--- config.mk ---
export PLATFORM = sky130hd
export DESIGN_NAME = three_band_biquad_equalizer
export DESIGN_NICKNAME = d
export VERILOG_FILES = /design/src/rtl/eqb_pkg.sv /design/src/rtl/three_band_biquad_equalizer.sv /design/src/rtl/eqb_regs.sv /design/src/rtl/eqb_mac.sv /design/src/rtl/eqb_ctrl.sv
export VERILOG_INCLUDE_DIRS = /design/src /design/src/rtl
export SDC_FILE = /design/constraint.sdc
export NUM_CORES = 2
export LEC_CHECK = 0
export BUFFER_PORTS_ARGS = -buffer_cell sky130_fd_sc_hd__buf_4
export CAP_MARGIN = 0
export CORE_MARGIN = 8
export CORE_UTILIZATION = 35
export CTS_CLUSTER_DIAMETER = 120
export DETAILED_ROUTE_END_ITERATION = 10
export GPL_TIMING_DRIVEN = 1
export PLACE_DENSITY_LB_ADDON = 0.3
export SYNTH_ARGS = -nofsm -noshare
export SYNTH_HDL_FRONTEND = slang
export SYNTH_SLANG_ARGS = --single-unit
--- constraint.sdc ---
create_clock -name clk -period 15.4 [get_ports clk]
set_clock_uncertainty 0.05 [all_clocks]
set_input_delay 0.77 -clock clk [delete_from_list [all_inputs] [get_ports clk]]
set_output_delay 0.77 -clock clk [all_outputs]
set_load 0.005 [all_outputs]
--- src/rtl/assert_macros.svh ---
// ---------------------------------------------------------------------------
// Assertion macros
// Clocked concurrent assertion helpers for the equaliser RTL.
// ---------------------------------------------------------------------------
`ifndef ASSERT_MACROS_SVH
`define ASSERT_MACROS_SVH
`ifndef SYNTHESIS
// Implication held at the same edge, masked while in reset.
`define ASSERT_CLK(label, clk, rst_n, prop, msg) \
  label: assert property (@(posedge clk) disable iff (!rst_n) prop) else $error(msg);
// Antecedent at one edge, consequent at the next edge, masked while in reset.
`define ASSERT_NEXT(label, clk, rst_n, ante, cons, msg) \
  label: assert property (@(posedge clk) disable iff (!rst_n) (ante) |=> (cons)) \
    else $error(msg);
`else
`define ASSERT_CLK(label, clk, rst_n, prop, msg)
`define ASSERT_NEXT(label, clk, rst_n, ante, cons, msg)
`endif
`endif

--- src/rtl/eqb_pkg.sv ---
// ---------------------------------------------------------------------------
// eqb_pkg
// Shared widths, types, register map and saturation helpers of the equaliser.
// ---------------------------------------------------------------------------
package eqb_pkg;

  localparam int FRAC_BITS  = 16;
  localparam int DELAY_W    = 48;
  localparam int SAMPLE_W   = 16;
  localparam int COEF_W     = 19;
  localparam int Y_W        = DELAY_W + 1 - FRAC_BITS;
  localparam int ACC_W      = COEF_W + Y_W + 1;
  localparam int SUM_W      = SAMPLE_W + 2;
  localparam int CFG_ADDR_W = 5;
  localparam int CFG_DATA_W = 32;

  typedef logic signed [SAMPLE_W-1:0] sample_t;
  typedef logic signed [COEF_W-1:0]   coef_t;
  typedef logic signed [Y_W-1:0]      opb_t;
  typedef logic signed [ACC_W-1:0]    acc_t;
  typedef logic signed [DELAY_W-1:0]  delay_t;
  typedef logic signed [SUM_W-1:0]    sum_t;

  localparam sample_t SAMPLE_MAX = 16'sh7FFF;
  localparam sample_t SAMPLE_MIN = -16'sh8000;
  localparam delay_t  DELAY_MAX  = {1'b0, {(DELAY_W-1){1'b1}}};
  localparam delay_t  DELAY_MIN  = {1'b1, {(DELAY_W-1){1'b0}}};

  // register map, word index = paddr[4:2]
  localparam logic [2:0] REG_LOW_GAIN  = 3'd0;
  localparam logic [2:0] REG_MID_GAIN  = 3'd1;
  localparam logic [2:0] REG_HIGH_GAIN = 3'd2;
  localparam logic [2:0] REG_FB_A1     = 3'd3;
  localparam logic [2:0] REG_FB_A2     = 3'd4;
  localparam logic [2:0] REG_FEED_K    = 3'd5;

  localparam logic [16:0]        LOW_GAIN_RST  = 17'd45875;
  localparam logic [16:0]        MID_GAIN_RST  = 17'd82207;
  localparam logic [16:0]        HIGH_GAIN_RST = 17'd58254;
  localparam logic signed [17:0] FB_A1_RST     = -18'sd62019;
  localparam logic signed [17:0] FB_A2_RST     = 18'sd20225;
  localparam logic signed [16:0] FEED_K_RST    = 17'sd16384;

  typedef struct packed {
    logic [16:0]        low_gain;
    logic [16:0]        mid_gain;
    logic [16:0]        high_gain;
    logic signed [17:0] feedback_a1;
    logic signed [17:0] feedback_a2;
    logic signed [16:0] feed_k;
  } cfg_t;

  typedef enum logic [1:0] {
    BAND_LOW  = 2'd0,
    BAND_MID  = 2'd1,
    BAND_HIGH = 2'd2
  } band_t;

  typedef enum logic [3:0] {
    ST_IDLE,
    ST_B0,
    ST_B1,
    ST_A1,
    ST_B2,
    ST_A2,
    ST_GAIN,
    ST_ACC,
    ST_OUT
  } state_t;

  typedef enum logic [2:0] {
    COEF_K,
    COEF_B1,
    COEF_B2,
    COEF_NA1,
    COEF_NA2,
    COEF_GAIN
  } coef_sel_t;

  typedef enum logic [1:0] {
    OPB_X,
    OPB_Y,
    OPB_YC
  } opb_sel_t;

  typedef enum logic [1:0] {
    ADD_ZERO,
    ADD_ACC,
    ADD_D1,
    ADD_D2
  } add_sel_t;

  typedef struct packed {
    logic      in_ready;
    logic      load_x;
    logic      load_y;
    logic      wr_d1;
    logic      wr_d2;
    logic      accum_band;
    logic      load_out;
    band_t     band;
    coef_sel_t coef_sel;
    opb_sel_t  opb_sel;
    add_sel_t  add_sel;
  } ctl_t;

  function automatic sample_t clamp_sample(input acc_t v);
    acc_t hi_lim;
    acc_t lo_lim;
    sample_t res;
    hi_lim = acc_t'(SAMPLE_MAX);
    lo_lim = acc_t'(SAMPLE_MIN);
    if (v > hi_lim) begin
      res = SAMPLE_MAX;
    end else if (v < lo_lim) begin
      res = SAMPLE_MIN;
    end else begin
      res = v[SAMPLE_W-1:0];
    end
    return res;
  endfunction

  function automatic delay_t sat_delay(input acc_t v);
    acc_t hi_lim;
    acc_t lo_lim;
    delay_t res;
    hi_lim = acc_t'(DELAY_MAX);
    lo_lim = acc_t'(DELAY_MIN);
    if (v > hi_lim) begin
      res = DELAY_MAX;
    end else if (v < lo_lim) begin
      res = DELAY_MIN;
    end else begin
      res = v[DELAY_W-1:0];
    end
    return res;
  endfunction

endpackage

--- src/rtl/three_band_biquad_equalizer.sv ---
// ---------------------------------------------------------------------------
// three_band_biquad_equalizer
// Three transposed direct-form-II biquads (low, mid, high) with shared
// feedback, per-band gain and a saturating sum, on one shared MAC.
// ---------------------------------------------------------------------------
//
//   channel   handshake              word
//   --------  ---------------------  ------------------------------------
//   in        in_valid / in_ready    in_audio_in   signed 16-bit sample
//   out       out_valid / out_ready  out_audio_out signed 16-bit sample
//   cfg       psel/penable/pwrite    paddr, pwdata, prdata (32-bit APB)
//
// Each accepted word runs seven sequencer steps per band over three bands,
// then the output register is loaded. The sequencer then returns to idle
// to take the next word, so a new word is not accepted before the last one
// has been loaded into the output register. The single multiply-accumulate
// unit is the reason for this serial schedule.
// in_ready is high only while the sequencer idles; a result left untaken
// holds the sequencer in its output step until out_ready frees the register.
// Synchronous reset restores the register defaults and clears all six delay
// terms at once.
// ---------------------------------------------------------------------------
module three_band_biquad_equalizer (
  input  logic                             clk,
  input  logic                             rst_n,
  input  logic                             in_valid,
  output logic                             in_ready,
  input  logic signed [15:0]               in_audio_in,
  output logic                             out_valid,
  input  logic                             out_ready,
  output logic signed [15:0]               out_audio_out,
  input  logic                             psel,
  input  logic                             penable,
  input  logic                             pwrite,
  input  logic [eqb_pkg::CFG_ADDR_W-1:0]   paddr,
  input  logic [eqb_pkg::CFG_DATA_W-1:0]   pwdata,
  output logic [eqb_pkg::CFG_DATA_W-1:0]   prdata,
  output logic                             pready
);

  eqb_pkg::cfg_t    cfg;
  eqb_pkg::ctl_t    ctl;
  eqb_pkg::acc_t    acc;
  eqb_pkg::coef_t   coef;
  eqb_pkg::opb_t    opb;
  eqb_pkg::acc_t    addend;

  eqb_pkg::sample_t x_r;
  eqb_pkg::opb_t    y_r;
  eqb_pkg::sum_t    sum_r;
  eqb_pkg::delay_t  d1_r [3];
  eqb_pkg::delay_t  d2_r [3];
  eqb_pkg::delay_t  d1_sel;
  eqb_pkg::delay_t  d2_sel;
  logic             out_valid_r;
  eqb_pkg::sample_t out_audio_r;

  eqb_pkg::coef_t   k_c;
  eqb_pkg::coef_t   k2_c;
  eqb_pkg::coef_t   gain_c;
  eqb_pkg::sample_t band_v;
  logic             out_free;

  eqb_regs u_regs (
    .clk     (clk),
    .rst_n   (rst_n),
    .psel    (psel),
    .penable (penable),
    .pwrite  (pwrite),
    .paddr   (paddr),
    .pwdata  (pwdata),
    .prdata  (prdata),
    .pready  (pready),
    .cfg     (cfg)
  );

  // output register is free when empty or being drained this cycle
  assign out_free = !out_valid_r || out_ready;

  eqb_ctrl u_ctrl (
    .clk      (clk),
    .rst_n    (rst_n),
    .in_valid (in_valid),
    .out_free (out_free),
    .ctl      (ctl)
  );

  eqb_mac u_mac (
    .clk    (clk),
    .coef   (coef),
    .opb    (opb),
    .addend (addend),
    .acc    (acc)
  );

  // base coefficient and its double, sign-extended to the MAC width
  assign k_c  = eqb_pkg::coef_t'($signed(cfg.feed_k));
  assign k2_c = k_c <<< 1;

  // pick the delay terms and gain of the band in flight
  always_comb begin
    unique case (ctl.band)
      eqb_pkg::BAND_LOW: begin
        d1_sel = d1_r[0];
        d2_sel = d2_r[0];
        gain_c = eqb_pkg::coef_t'({2'b00, cfg.low_gain});
      end
      eqb_pkg::BAND_MID: begin
        d1_sel = d1_r[1];
        d2_sel = d2_r[1];
        gain_c = eqb_pkg::coef_t'({2'b00, cfg.mid_gain});
      end
      eqb_pkg::BAND_HIGH: begin
        d1_sel = d1_r[2];
        d2_sel = d2_r[2];
        gain_c = eqb_pkg::coef_t'({2'b00, cfg.high_gain});
      end
      default: begin
        d1_sel = d1_r[0];
        d2_sel = d2_r[0];
        gain_c = eqb_pkg::coef_t'({2'b00, cfg.low_gain});
      end
    endcase
  end

  // coefficient operand: numerator patterns are k,2k,k / k,0,-k / k,-2k,k;
  // feedback enters negated so the MAC only ever adds
  always_comb begin
    case (ctl.coef_sel)
      eqb_pkg::COEF_K: coef = k_c;
      eqb_pkg::COEF_B1: begin
        unique case (ctl.band)
          eqb_pkg::BAND_LOW:  coef = k2_c;
          eqb_pkg::BAND_HIGH: coef = -k2_c;
          default:            coef = '0;
        endcase
      end
      eqb_pkg::COEF_B2: begin
        unique case (ctl.band)
          eqb_pkg::BAND_MID: coef = -k_c;
          default:           coef = k_c;
        endcase
      end
      eqb_pkg::COEF_NA1:  coef = -eqb_pkg::coef_t'($signed(cfg.feedback_a1));
      eqb_pkg::COEF_NA2:  coef = -eqb_pkg::coef_t'($signed(cfg.feedback_a2));
      eqb_pkg::COEF_GAIN: coef = gain_c;
      default:            coef = '0;
    endcase
  end

  // data operand: input sample, raw filter output, or clamped filter output
  always_comb begin
    case (ctl.opb_sel)
      eqb_pkg::OPB_X:  opb = eqb_pkg::opb_t'(x_r);
      eqb_pkg::OPB_Y:  opb = y_r;
      eqb_pkg::OPB_YC: opb = eqb_pkg::opb_t'(eqb_pkg::clamp_sample(eqb_pkg::acc_t'(y_r)));
      default:         opb = '0;
    endcase
  end

  always_comb begin
    case (ctl.add_sel)
      eqb_pkg::ADD_ACC: addend = acc;
      eqb_pkg::ADD_D1:  addend = eqb_pkg::acc_t'(d1_sel);
      eqb_pkg::ADD_D2:  addend = eqb_pkg::acc_t'(d2_sel);
      default:          addend = '0;
    endcase
  end

  // gained band: drop the fraction bits, then saturate to a sample
  assign band_v = eqb_pkg::clamp_sample(
                    eqb_pkg::acc_t'($signed(acc[eqb_pkg::ACC_W-1:eqb_pkg::FRAC_BITS])));

  // payload registers
  always_ff @(posedge clk) begin
    if (ctl.load_x) begin
      x_r   <= in_audio_in;
      sum_r <= '0;
    end else if (ctl.accum_band) begin
      sum_r <= sum_r + eqb_pkg::sum_t'(band_v);
    end
    // filter output: floor shift of b0*x + d1, kept unclamped for feedback
    if (ctl.load_y) begin
      y_r <= $signed(acc[eqb_pkg::FRAC_BITS+eqb_pkg::Y_W-1:eqb_pkg::FRAC_BITS]);
    end
    if (ctl.load_out) begin
      out_audio_r <= eqb_pkg::clamp_sample(eqb_pkg::acc_t'(sum_r));
    end
  end

  // delay terms: saturate on write back, clear on reset
  always_ff @(posedge clk) begin
    if (!rst_n) begin
      for (int i = 0; i < 3; i++) begin
        d1_r[i] <= '0;
        d2_r[i] <= '0;
      end
    end else begin
      if (ctl.wr_d1) begin
        unique case (ctl.band)
          eqb_pkg::BAND_LOW:  d1_r[0] <= eqb_pkg::sat_delay(acc);
          eqb_pkg::BAND_MID:  d1_r[1] <= eqb_pkg::sat_delay(acc);
          eqb_pkg::BAND_HIGH: d1_r[2] <= eqb_pkg::sat_delay(acc);
          default: ;
        endcase
      end
      if (ctl.wr_d2) begin
        unique case (ctl.band)
          eqb_pkg::BAND_LOW:  d2_r[0] <= eqb_pkg::sat_delay(acc);
          eqb_pkg::BAND_MID:  d2_r[1] <= eqb_pkg::sat_delay(acc);
          eqb_pkg::BAND_HIGH: d2_r[2] <= eqb_pkg::sat_delay(acc);
          default: ;
        endcase
      end
    end
  end

  // output valid: set on load, drop once taken
  always_ff @(posedge clk) begin
    if (!rst_n) begin
      out_valid_r <= 1'b0;
    end else if (ctl.load_out) begin
      out_valid_r <= 1'b1;
    end else if (out_ready) begin
      out_valid_r <= 1'b0;
    end
  end

  assign in_ready      = ctl.in_ready;
  assign out_valid     = out_valid_r;
  assign out_audio_out = out_audio_r;

endmodule

--- src/rtl/eqb_regs.sv ---
// ---------------------------------------------------------------------------
// eqb_regs
// APB-style register bank holding the gains and shared filter coefficients.
// ---------------------------------------------------------------------------
module eqb_regs (
  input  logic                             clk,
  input  logic                             rst_n,
  input  logic                             psel,
  input  logic                             penable,
  input  logic                             pwrite,
  input  logic [eqb_pkg::CFG_ADDR_W-1:0]   paddr,
  input  logic [eqb_pkg::CFG_DATA_W-1:0]   pwdata,
  output logic [eqb_pkg::CFG_DATA_W-1:0]   prdata,
  output logic                             pready,
  output eqb_pkg::cfg_t                    cfg
);

  eqb_pkg::cfg_t cfg_r;
  eqb_pkg::cfg_t cfg_nxt;
  logic [2:0]    reg_idx;
  logic          wr_en;

  assign reg_idx = paddr[4:2];
  assign wr_en   = psel && penable && pwrite;
  assign pready  = 1'b1;
  assign cfg     = cfg_r;

  always_comb begin
    cfg_nxt = cfg_r;
    if (wr_en) begin
      unique case (reg_idx)
        eqb_pkg::REG_LOW_GAIN:  cfg_nxt.low_gain    = pwdata[16:0];
        eqb_pkg::REG_MID_GAIN:  cfg_nxt.mid_gain    = pwdata[16:0];
        eqb_pkg::REG_HIGH_GAIN: cfg_nxt.high_gain   = pwdata[16:0];
        eqb_pkg::REG_FB_A1:     cfg_nxt.feedback_a1 = pwdata[17:0];
        eqb_pkg::REG_FB_A2:     cfg_nxt.feedback_a2 = pwdata[17:0];
        eqb_pkg::REG_FEED_K:    cfg_nxt.feed_k      = pwdata[16:0];
        default: ;
      endcase
    end
  end

  always_comb begin
    unique case (reg_idx)
      eqb_pkg::REG_LOW_GAIN:  prdata = {15'd0, cfg_r.low_gain};
      eqb_pkg::REG_MID_GAIN:  prdata = {15'd0, cfg_r.mid_gain};
      eqb_pkg::REG_HIGH_GAIN: prdata = {15'd0, cfg_r.high_gain};
      eqb_pkg::REG_FB_A1:     prdata = {14'd0, cfg_r.feedback_a1};
      eqb_pkg::REG_FB_A2:     prdata = {14'd0, cfg_r.feedback_a2};
      eqb_pkg::REG_FEED_K:    prdata = {15'd0, cfg_r.feed_k};
      default:                prdata = '0;
    endcase
  end

  always_ff @(posedge clk) begin
    if (!rst_n) begin
      cfg_r.low_gain    <= eqb_pkg::LOW_GAIN_RST;
      cfg_r.mid_gain    <= eqb_pkg::MID_GAIN_RST;
      cfg_r.high_gain   <= eqb_pkg::HIGH_GAIN_RST;
      cfg_r.feedback_a1 <= eqb_pkg::FB_A1_RST;
      cfg_r.feedback_a2 <= eqb_pkg::FB_A2_RST;
      cfg_r.feed_k      <= eqb_pkg::FEED_K_RST;
    end else begin
      cfg_r <= cfg_nxt;
    end
  end

endmodule

--- src/rtl/eqb_mac.sv ---
// ---------------------------------------------------------------------------
// eqb_mac
// Shared multiply-accumulate unit: acc <= addend + coef * operand.
// ---------------------------------------------------------------------------
module eqb_mac (
  input  logic                 clk,
  input  eqb_pkg::coef_t       coef,
  input  eqb_pkg::opb_t        opb,
  input  eqb_pkg::acc_t        addend,
  output eqb_pkg::acc_t        acc
);

  logic signed [eqb_pkg::COEF_W+eqb_pkg::Y_W-1:0] prod;
  eqb_pkg::acc_t acc_r;
  eqb_pkg::acc_t acc_nxt;

  assign prod    = coef * opb;
  assign acc_nxt = addend + eqb_pkg::acc_t'(prod);
  assign acc     = acc_r;

  always_ff @(posedge clk) begin
    acc_r <= acc_nxt;
  end

endmodule

--- src/rtl/eqb_ctrl.sv ---
// ---------------------------------------------------------------------------
// eqb_ctrl
// Sequencer stepping the shared MAC through three bands of seven steps each.
// ---------------------------------------------------------------------------
`include "assert_macros.svh"

module eqb_ctrl (
  input  logic           clk,
  input  logic           rst_n,
  input  logic           in_valid,
  input  logic           out_free,
  output eqb_pkg::ctl_t  ctl
);

  eqb_pkg::state_t state_r;
  eqb_pkg::state_t state_nxt;
  eqb_pkg::band_t  band_r;
  eqb_pkg::band_t  band_nxt;

  // next state
  always_comb begin
    state_nxt = state_r;
    band_nxt  = band_r;
    unique case (state_r)
      eqb_pkg::ST_IDLE: begin
        if (in_valid) begin
          state_nxt = eqb_pkg::ST_B0;
          band_nxt  = eqb_pkg::BAND_LOW;
        end
      end
      eqb_pkg::ST_B0:   state_nxt = eqb_pkg::ST_B1;
      eqb_pkg::ST_B1:   state_nxt = eqb_pkg::ST_A1;
      eqb_pkg::ST_A1:   state_nxt = eqb_pkg::ST_B2;
      eqb_pkg::ST_B2:   state_nxt = eqb_pkg::ST_A2;
      eqb_pkg::ST_A2:   state_nxt = eqb_pkg::ST_GAIN;
      eqb_pkg::ST_GAIN: state_nxt = eqb_pkg::ST_ACC;
      eqb_pkg::ST_ACC: begin
        unique case (band_r)
          eqb_pkg::BAND_LOW: begin
            band_nxt  = eqb_pkg::BAND_MID;
            state_nxt = eqb_pkg::ST_B0;
          end
          eqb_pkg::BAND_MID: begin
            band_nxt  = eqb_pkg::BAND_HIGH;
            state_nxt = eqb_pkg::ST_B0;
          end
          default: state_nxt = eqb_pkg::ST_OUT;
        endcase
      end
      eqb_pkg::ST_OUT: begin
        if (out_free) begin
          state_nxt = eqb_pkg::ST_IDLE;
        end
      end
      default: state_nxt = eqb_pkg::ST_IDLE;
    endcase
  end

  // outputs
  always_comb begin
    ctl          = '0;
    ctl.band     = band_r;
    ctl.coef_sel = eqb_pkg::COEF_K;
    ctl.opb_sel  = eqb_pkg::OPB_X;
    ctl.add_sel  = eqb_pkg::ADD_ZERO;
    unique case (state_r)
      eqb_pkg::ST_IDLE: begin
        ctl.in_ready = 1'b1;
        ctl.load_x   = in_valid;
      end
      eqb_pkg::ST_B0: begin
        ctl.coef_sel = eqb_pkg::COEF_K;
        ctl.opb_sel  = eqb_pkg::OPB_X;
        ctl.add_sel  = eqb_pkg::ADD_D1;
      end
      eqb_pkg::ST_B1: begin
        ctl.load_y   = 1'b1;
        ctl.coef_sel = eqb_pkg::COEF_B1;
        ctl.opb_sel  = eqb_pkg::OPB_X;
        ctl.add_sel  = eqb_pkg::ADD_D2;
      end
      eqb_pkg::ST_A1: begin
        ctl.coef_sel = eqb_pkg::COEF_NA1;
        ctl.opb_sel  = eqb_pkg::OPB_Y;
        ctl.add_sel  = eqb_pkg::ADD_ACC;
      end
      eqb_pkg::ST_B2: begin
        ctl.wr_d1    = 1'b1;
        ctl.coef_sel = eqb_pkg::COEF_B2;
        ctl.opb_sel  = eqb_pkg::OPB_X;
        ctl.add_sel  = eqb_pkg::ADD_ZERO;
      end
      eqb_pkg::ST_A2: begin
        ctl.coef_sel = eqb_pkg::COEF_NA2;
        ctl.opb_sel  = eqb_pkg::OPB_Y;
        ctl.add_sel  = eqb_pkg::ADD_ACC;
      end
      eqb_pkg::ST_GAIN: begin
        ctl.wr_d2    = 1'b1;
        ctl.coef_sel = eqb_pkg::COEF_GAIN;
        ctl.opb_sel  = eqb_pkg::OPB_YC;
        ctl.add_sel  = eqb_pkg::ADD_ZERO;
      end
      eqb_pkg::ST_ACC: begin
        ctl.accum_band = 1'b1;
      end
      eqb_pkg::ST_OUT: begin
        ctl.load_out = out_free;
      end
      default: ;
    endcase
  end

  always_ff @(posedge clk) begin
    if (!rst_n) begin
      state_r <= eqb_pkg::ST_IDLE;
      band_r  <= eqb_pkg::BAND_LOW;
    end else begin
      state_r <= state_nxt;
      band_r  <= band_nxt;
    end
  end

  `ASSERT_NEXT(a_start_low, clk, rst_n, ctl.load_x,
    state_r == eqb_pkg::ST_B0 && band_r == eqb_pkg::BAND_LOW,
    "sample start did not enter the low band")
  `ASSERT_NEXT(a_last_band, clk, rst_n,
    state_r == eqb_pkg::ST_ACC && band_r == eqb_pkg::BAND_HIGH,
    state_r == eqb_pkg::ST_OUT, "high band did not hand over to output")
  `ASSERT_CLK(a_out_band, clk, rst_n,
    state_r == eqb_pkg::ST_OUT |-> band_r == eqb_pkg::BAND_HIGH,
    "output reached before all bands ran")

endmodule
=== After elaboration in Yosys (flattened, before gate mapping) ===
Memory sizes are Yosys's and may differ from the RTL's.
Cells that the tools add are included.

* Register bits: 247
* Logic and storage cells: 160
* Input port bits: 60
* Memories kept: 2
* Output and inout port bits: 51
* Bits in writable memories: 288

{| class="wikitable"
|+ Memories
! name !! depth !! bits a word !! read ports !! clocked after memory_dff !! wr ports !! line !! RTL
|-
| d1_r || 3 || 48 || 3 || 0 || 3 || three_band_biquad_equalizer.sv:51 || <nowiki>eqb_pkg::delay_t d1_r [3];</nowiki>
|-
| d2_r || 3 || 48 || 3 || 0 || 3 || three_band_biquad_equalizer.sv:52 || <nowiki>eqb_pkg::delay_t d2_r [3];</nowiki>
|}

* Mux-type cells: 75
* Reduce and logical (&&, ||, !) cells: 20
* Magnitude comparators: 8
* Multipliers: 1
* Equality and inequality tests: 28
* Add/sub/neg operators: 6
* Bitwise gates (word level): 6

{| class="wikitable"
|+ Operator list
! operator !! count
|-
| 48-bit 2-to-1 mux || 23
|-
| 48-bit case mux with 2 select lines || 2
|-
| 53-bit case mux with 3 select lines || 1
|-
| 19-bit case mux with 6 select lines || 1
|-
| 18-bit case mux with 6 select lines || 1
|-
| 33-bit case mux with 3 select lines || 1
|-
| 16-bit 2-to-1 mux || 5
|-
| 18-bit negation with 19-bit output || 3
|-
| 53-bit by 52-bit adder with 53-bit output || 1
|-
| 53-bit by 48-bit greater-than comparator with 1-bit output, second input constant || 1
|-
| 53-bit by 48-bit < comparator with 1-bit output, second input constant || 1
|-
| 19-bit by 33-bit multiplier with 52-bit output || 1
|-
| 7-bit case mux with 6 select lines || 1
|-
| 19-bit case mux with 2 select lines || 1
|-
| 37-bit by 16-bit greater-than comparator with 1-bit output, second input constant || 1
|-
| 37-bit by 16-bit < comparator with 1-bit output, second input constant || 1
|-
| 4-bit case mux with 9 select lines || 1
|-
| 17-bit case mux with 2 select lines || 1
|-
| 33-bit by 16-bit greater-than comparator with 1-bit output, second input constant || 1
|-
| 33-bit by 16-bit < comparator with 1-bit output, second input constant || 1
|-
| 1-bit 2-to-1 mux || 29
|-
| 19-bit 2-to-1 mux || 1
|-
| 17-bit negation with 19-bit output || 1
|-
| 18-bit by 16-bit adder with 18-bit output || 1
|-
| other kinds (28) || 63
|}

=== Depth between registers and ports, before layout ===
* Depth after elaboration: 7
* Gate-level depth with buffers: 38
* Mapped depth without buffers: 34

=== Hierarchy ===
Synthesis repeated with hierarchy kept, for this count alone.

* Cell total of the unflattened synthesis: 5102
* Area, all modules: 49676.4 um^2

{| class="wikitable"
|+ Modules (own cells, without submodules)
! module !! instances !! cells an instance !! area an instance (um^2)
|-
| eqb_mac || 1 || 2688 || 24952.7
|-
| three_band_biquad_equalizer || 1 || 1810 || 19152.1
|-
| eqb_regs || 1 || 552 || 5134.9
|-
| eqb_ctrl || 1 || 52 || 436.7
|}

=== Worst setup path before layout ===
No wires, ideal clock.

* Path type: flip-flop to flip-flop
* Start point: register u_ctrl.band_r[0]
* End point: register u_mac.acc_r[50], in the netlist u_mac.acc[50]
* Path buffers: 6
* Path slack: 6.502 ns
* Cell stages (with the launch flop): 34
* Data arrival time: 8.776 ns
* Period minus slack after synthesis: 8.898 ns
* Path through: dfxtp_1 inv_1 ha_1 clkbuf_1 clkbuf_1 clkbuf_1 clkbuf_1 o21ai_0 o21ai_0 clkbuf_1 nand2_1 inv_1 fa_1 fa_1 inv_1 fa_1 inv_1 fa_1 fa_1 fa_1 inv_1 fa_1 inv_1 ha_1 clkbuf_1 a21o_1 a21o_1 a21o_1 a21o_1 a21o_1 a21oi_1 nor2b_1 a311oi_1 xnor2_1

* Cells in the longest elaborated chain, start to end: 5

{| class="wikitable"
|+ Ends and longest elaborated chain
! element !! line !! RTL
|-
| start, declared || eqb_ctrl.sv:17 || <nowiki>eqb_pkg::band_t band_r;</nowiki>
|-
| start signal, assigned || eqb_ctrl.sv:117 || <nowiki>band_r <= eqb_pkg::BAND_LOW;</nowiki>
|-
| start signal, assigned || eqb_ctrl.sv:120 || <nowiki>band_r <= band_nxt;</nowiki>
|-
| 2-bit == test, or another cell as far along || three_band_biquad_equalizer.sv:102, three_band_biquad_equalizer.sv:132 ||
|-
| 17-bit case mux with 2 select lines, or another cell as far along || three_band_biquad_equalizer.sv:102 || <nowiki>unique case (ctl.band)</nowiki>
|-
| 19-bit case mux with 6 select lines || three_band_biquad_equalizer.sv:129 || <nowiki>case (ctl.coef_sel)</nowiki>
|-
| 19-bit by 33-bit multiplier with 52-bit output || eqb_mac.sv:17 || <nowiki>assign prod = coef * opb;</nowiki>
|-
| 53-bit by 52-bit adder with 53-bit output * || eqb_mac.sv:18 || <nowiki>assign acc_nxt = addend + eqb_pkg::acc_t'(prod);</nowiki>
|-
| net u_mac.acc_nxt[50] || eqb_mac.sv:15 || <nowiki>eqb_pkg::acc_t acc_nxt;</nowiki>
|-
| end signal, assigned || eqb_mac.sv:22 || <nowiki>acc_r <= acc_nxt;</nowiki>
|-
| end, declared || eqb_mac.sv:14 || <nowiki>eqb_pkg::acc_t acc_r;</nowiki>
|}

Mark *: on every way through the listed nets, which the timed path passes. The rest lies on a longest branch.
A chain may end at the register's enable or synchronous reset.

=== Worst setup path in the final report ===
* Start point: register u_ctrl.band_r[0]
* End point: register u_mac.acc_r[46], in the netlist u_mac.acc[46]

The elaborated chain is that of the path after synthesis.

==> results.sh <==
export IMPL_status="completed"
export IMPL_io_pins=111
export IMPL_die_area_sq_um=149500
export IMPL_worst_path_stages=36
export IMPL_setup_violations=0
export IMPL_cp_data_required_time_ps=15880
export IMPL_postRouteAntennaNets=0
export IMPL_drc_errors=0
export IMPL_cts_sinks=535
export IMPL_fillerInstances=13625
export IMPL_slowest_stage="a211oi_4"
export IMPL_die_height_um=386.7
export IMPL_tightest_slew_ps=1232
export IMPL_whs_ps=260.9
export IMPL_relSlewSlack=0.1786
export IMPL_power_density_nw_per_um2=111.0
export IMPL_rows=136
export IMPL_path_common_cell="inv_1"
export IMPL_num_vias=36153
export IMPL_portBuffers=79
export IMPL_grt_pass1_wl_um=225200
export IMPL_synthCells=5155
export IMPL_place_gp_congestion=0.8736
export IMPL_ys_flop_type="edfxtp_1"
export IMPL_grt_pass1_vias=37037
export IMPL_slew_violations=0
export IMPL_seqPwrFrac=0.311
export IMPL_grt_antenna_before_repair=1
export IMPL_ys_ff_latch=535
export IMPL_hold_depth=1
export IMPL_timing_final_crit_period_ps=10800
export IMPL_pwr_share_clk=0.241
export IMPL_worst_path_buf_inv=13
export IMPL_ys_types=80
export IMPL_synth_seq_area_share=0.2962
export IMPL_multi_input_area_sq_um=29540
export IMPL_drive_gt1_frac=0.07055
export IMPL_cts_tree="yes"
export IMPL_dpl_hpwl_um=104200
export IMPL_hp_class="in2reg"
export IMPL_async_reset_ff_frac=0
export IMPL_r2r_cells=36
export IMPL_syn_area_per_cell_sq_um=9.329
export IMPL_cts_clk_slew_worst_paths_ps=60
export IMPL_grt_max_degree=190
export IMPL_peakVddDrop_uv=98.24
export IMPL_clk_latency_ps=650
export IMPL_critPathKind="reg2reg"
export IMPL_ctsHtreeMaxLevel=2
export IMPL_postCtsHoldBufs=0
export IMPL_max_cap_violations=0
export IMPL_fmax_mhz=92.63
export IMPL_rsz0062_at_grt="false"
export IMPL_die_w_um=386.7
export IMPL_tns_ps=0
export IMPL_p_int_w=0.003427
export IMPL_root_buffer="clkbuf_16"
export IMPL_wl_um=144500
export IMPL_synthesis_area_sq_um=48090
export IMPL_routedWlPerCell_um=20.83
export IMPL_vias_per_cell=5.209
export IMPL_core_area_sq_um=137000
export IMPL_cts_repair_resized=0
export IMPL_cp_slowest_stage_delay_ps=830
export IMPL_cp_top_family="adder cells"
export IMPL_area_delta_synth_final_pct=9.384
export IMPL_clockBufferDepth=3
export IMPL_dp_cells=6831
export IMPL_comb_power_share=0.447
export IMPL_overflow=0
export IMPL_ys_warnings_count=0
export IMPL_seqCellArea_sq_um=14240
export IMPL_worst_setup_path_start_kind="register"
export IMPL_finalNetCount=6006
export IMPL_grt_util_all_layers=0.1914
export IMPL_worstPathMaxFanout=50
export IMPL_p_leak_nw=23.29
export IMPL_postCtsSetupBuffers=0
export IMPL_cp_end_kind="register"
export IMPL_finalHoldViolations=0
export IMPL_synth_edff_count=353
export IMPL_period_share=0.7010
export IMPL_firstDrtPassIters=6
export IMPL_drt_iter0_markers=2766
export IMPL_p_switching_w=0.002411
export IMPL_worst_ep_arrival_time_ps=11280
export IMPL_fin_cells=6940
export IMPL_swShare=0.4130
export IMPL_cts_made_buffers=57
export IMPL_initial_core_util=0.3511
==> registers in the layout (all words and copies together) (netlist names) <==
name            flops
out_audio_out      16
sum_r              18
d1_r              144
u_regs.cfg        104
u_ctrl.band_r       2
u_mac.acc          53
out_valid           1
d2_r              144
y_r                33
x_r                16
u_ctrl.state_r      4
==> cells by family (layout without fill, tap and decap cells) <==
family	after synthesis	after routing	synth area share
AO/OA/AOI/OAI	856	856	0.1168
XOR/XNOR	112	112	0.02040
adder cells (fa/ha/maj)	850	850	0.3264
buffers and inverters	1188	1165	0.09569
flip-flops	535	535	0.2962
multiplexers	6	6	0.001249
other	2	16	0.0001562
AND/OR/NAND/NOR	1606	1606	0.1431
==> synth_stat cells (17+ instances only) <==
cell,count,area (sq um)
a211oi_1,70,525.5
a21boi_0,61,457.9
nand2b_1,34,212.7
buf_1,22,82.58
nor3_1,30,150.1
fa_1,674,13490
o21a_1,24,180.2
nor2_2,19,118.9
and2_1,43,269.0
a22oi_1,174,1306
nor2b_1,19,118.9
ha_1,176,2202
xor2_1,45,394.1
o21ai_0,156,780.8
a221oi_1,19,166.4
nand4_1,21,131.4
xnor2_1,67,586.8
nand2_1,703,2639
a21oi_1,201,1006
clkbuf_1,239,897.1
dfxtp_1,182,3643
a21o_1,51,382.9
nor2_1,553,2076
nand3_1,79,395.4
inv_1,884,3318
nor4_1,18,112.6
or2_2,20,125.1
buf_4,17,127.6
edfxtp_1,353,10600
==> power by group through the flow <==
stage / clock network (W) / logic [W] / registers [W]
finish: 0.00141 / 0.00261 / 0.00182
floorplan: 0 / 0.00187 / 0.00176
global route: 0.00148 / 0.00294 / 0.00183
detailed placement: 0 / 0.00261 / 0.00185
global placement: 0 / 0.00260 / 0.00185
CTS: 0.00143 / 0.00263 / 0.00182
==> worst reg2reg max path: cells and delay by family (launching register included) <==
kind	cells	cell delay (ps)
xor gates and xnor gates	1	160
AOI/OAI and AO/OA	10	3420
DFF	1	400
buffers and inverters	13	2310
adders and majority gates	9	3940
and+or+nand+nor	3	440
==> per-layer routing <==
metal,track usage,share of wire
met5,0,0
met4,0.06344,0.037
met2,0.3266,0.48
met1,0.2558,0.42
met3,0.01838,0.057
==> final cells by class <==
type / instances / share of cell area
Sequential cell: 535 / 0.2708
Clock inverter: 29 / 0.005875
Clock buffer: 79 / 0.03099
Timing Repair Buffer: 170 / 0.02474
Multi-Input combinational cell: 3445 / 0.5616
Tap cell: 1794 / 0.04267
Inverter: 887 / 0.06329
Antenna cell: 1 / 0.00004757
==> per-stage QoR <==
step / total power, W / util / instance area, sq um / worst slack, ps
detailed placement: 0.004456 / 0.3698 / 50660 / 4802
global placement: 0.004451 / 0.3698 / 50660 / 4773
floorplan: 0.003626 / - / 48140 / 6502
finish: 0.005838 / 0.3840 / 52600 / 4604
CTS: 0.005880 / 0.3840 / 52600 / 4749
global route: 0.006249 / 0.3840 / 52600 / 4149
==> placed cells by master (no fill, tap or decap), drive strengths merged, types with 7 or more instances in the layout <==
| master | n |
|---|---|
| a211oi | 74 |
| a21boi | 62 |
| a21o | 51 |
| a21oi | 201 |
| a221o | 7 |
| a221oi | 20 |
| a22oi | 174 |
| and2 | 43 |
| and3 | 16 |
| buf | 170 |
| clkbuf | 79 |
| clkinv | 20 |
| conb | 15 |
| dfxtp | 182 |
| edfxtp | 353 |
| fa | 674 |
| ha | 176 |
| inv | 889 |
| nand2 | 704 |
| nand2b | 34 |
| nand3 | 81 |
| nand4 | 21 |
| nor2 | 572 |
| nor2b | 19 |
| nor3 | 32 |
| nor4 | 18 |
| o211ai | 11 |
| o21a | 24 |
| o21ai | 172 |
| o221ai | 7 |
| o31ai | 7 |
| or2 | 23 |
| or3 | 19 |
| xnor2 | 67 |
| xor2 | 45 |
==> path summary, 6_finish.rpt <==
kind / from / slack (ps) / end
worst max-delay path: u_ctrl.band_r[0]$_SDFFE_PN0P_ / 4600 / u_mac.acc[46]$_DFF_P_
worst min register to register: u_regs.cfg[92]$_SDFFE_PN1P_ / 430 / u_regs.cfg[92]$_SDFFE_PN1P_
worst min-delay path: in_audio_in[14] / 260 / x_r[14]$_DFFE_PP_
worst max register to register: u_ctrl.band_r[0]$_SDFFE_PN0P_ / 4600 / u_mac.acc[46]$_DFF_P_
Note: power is estimated with default switching activity, not from simulation.
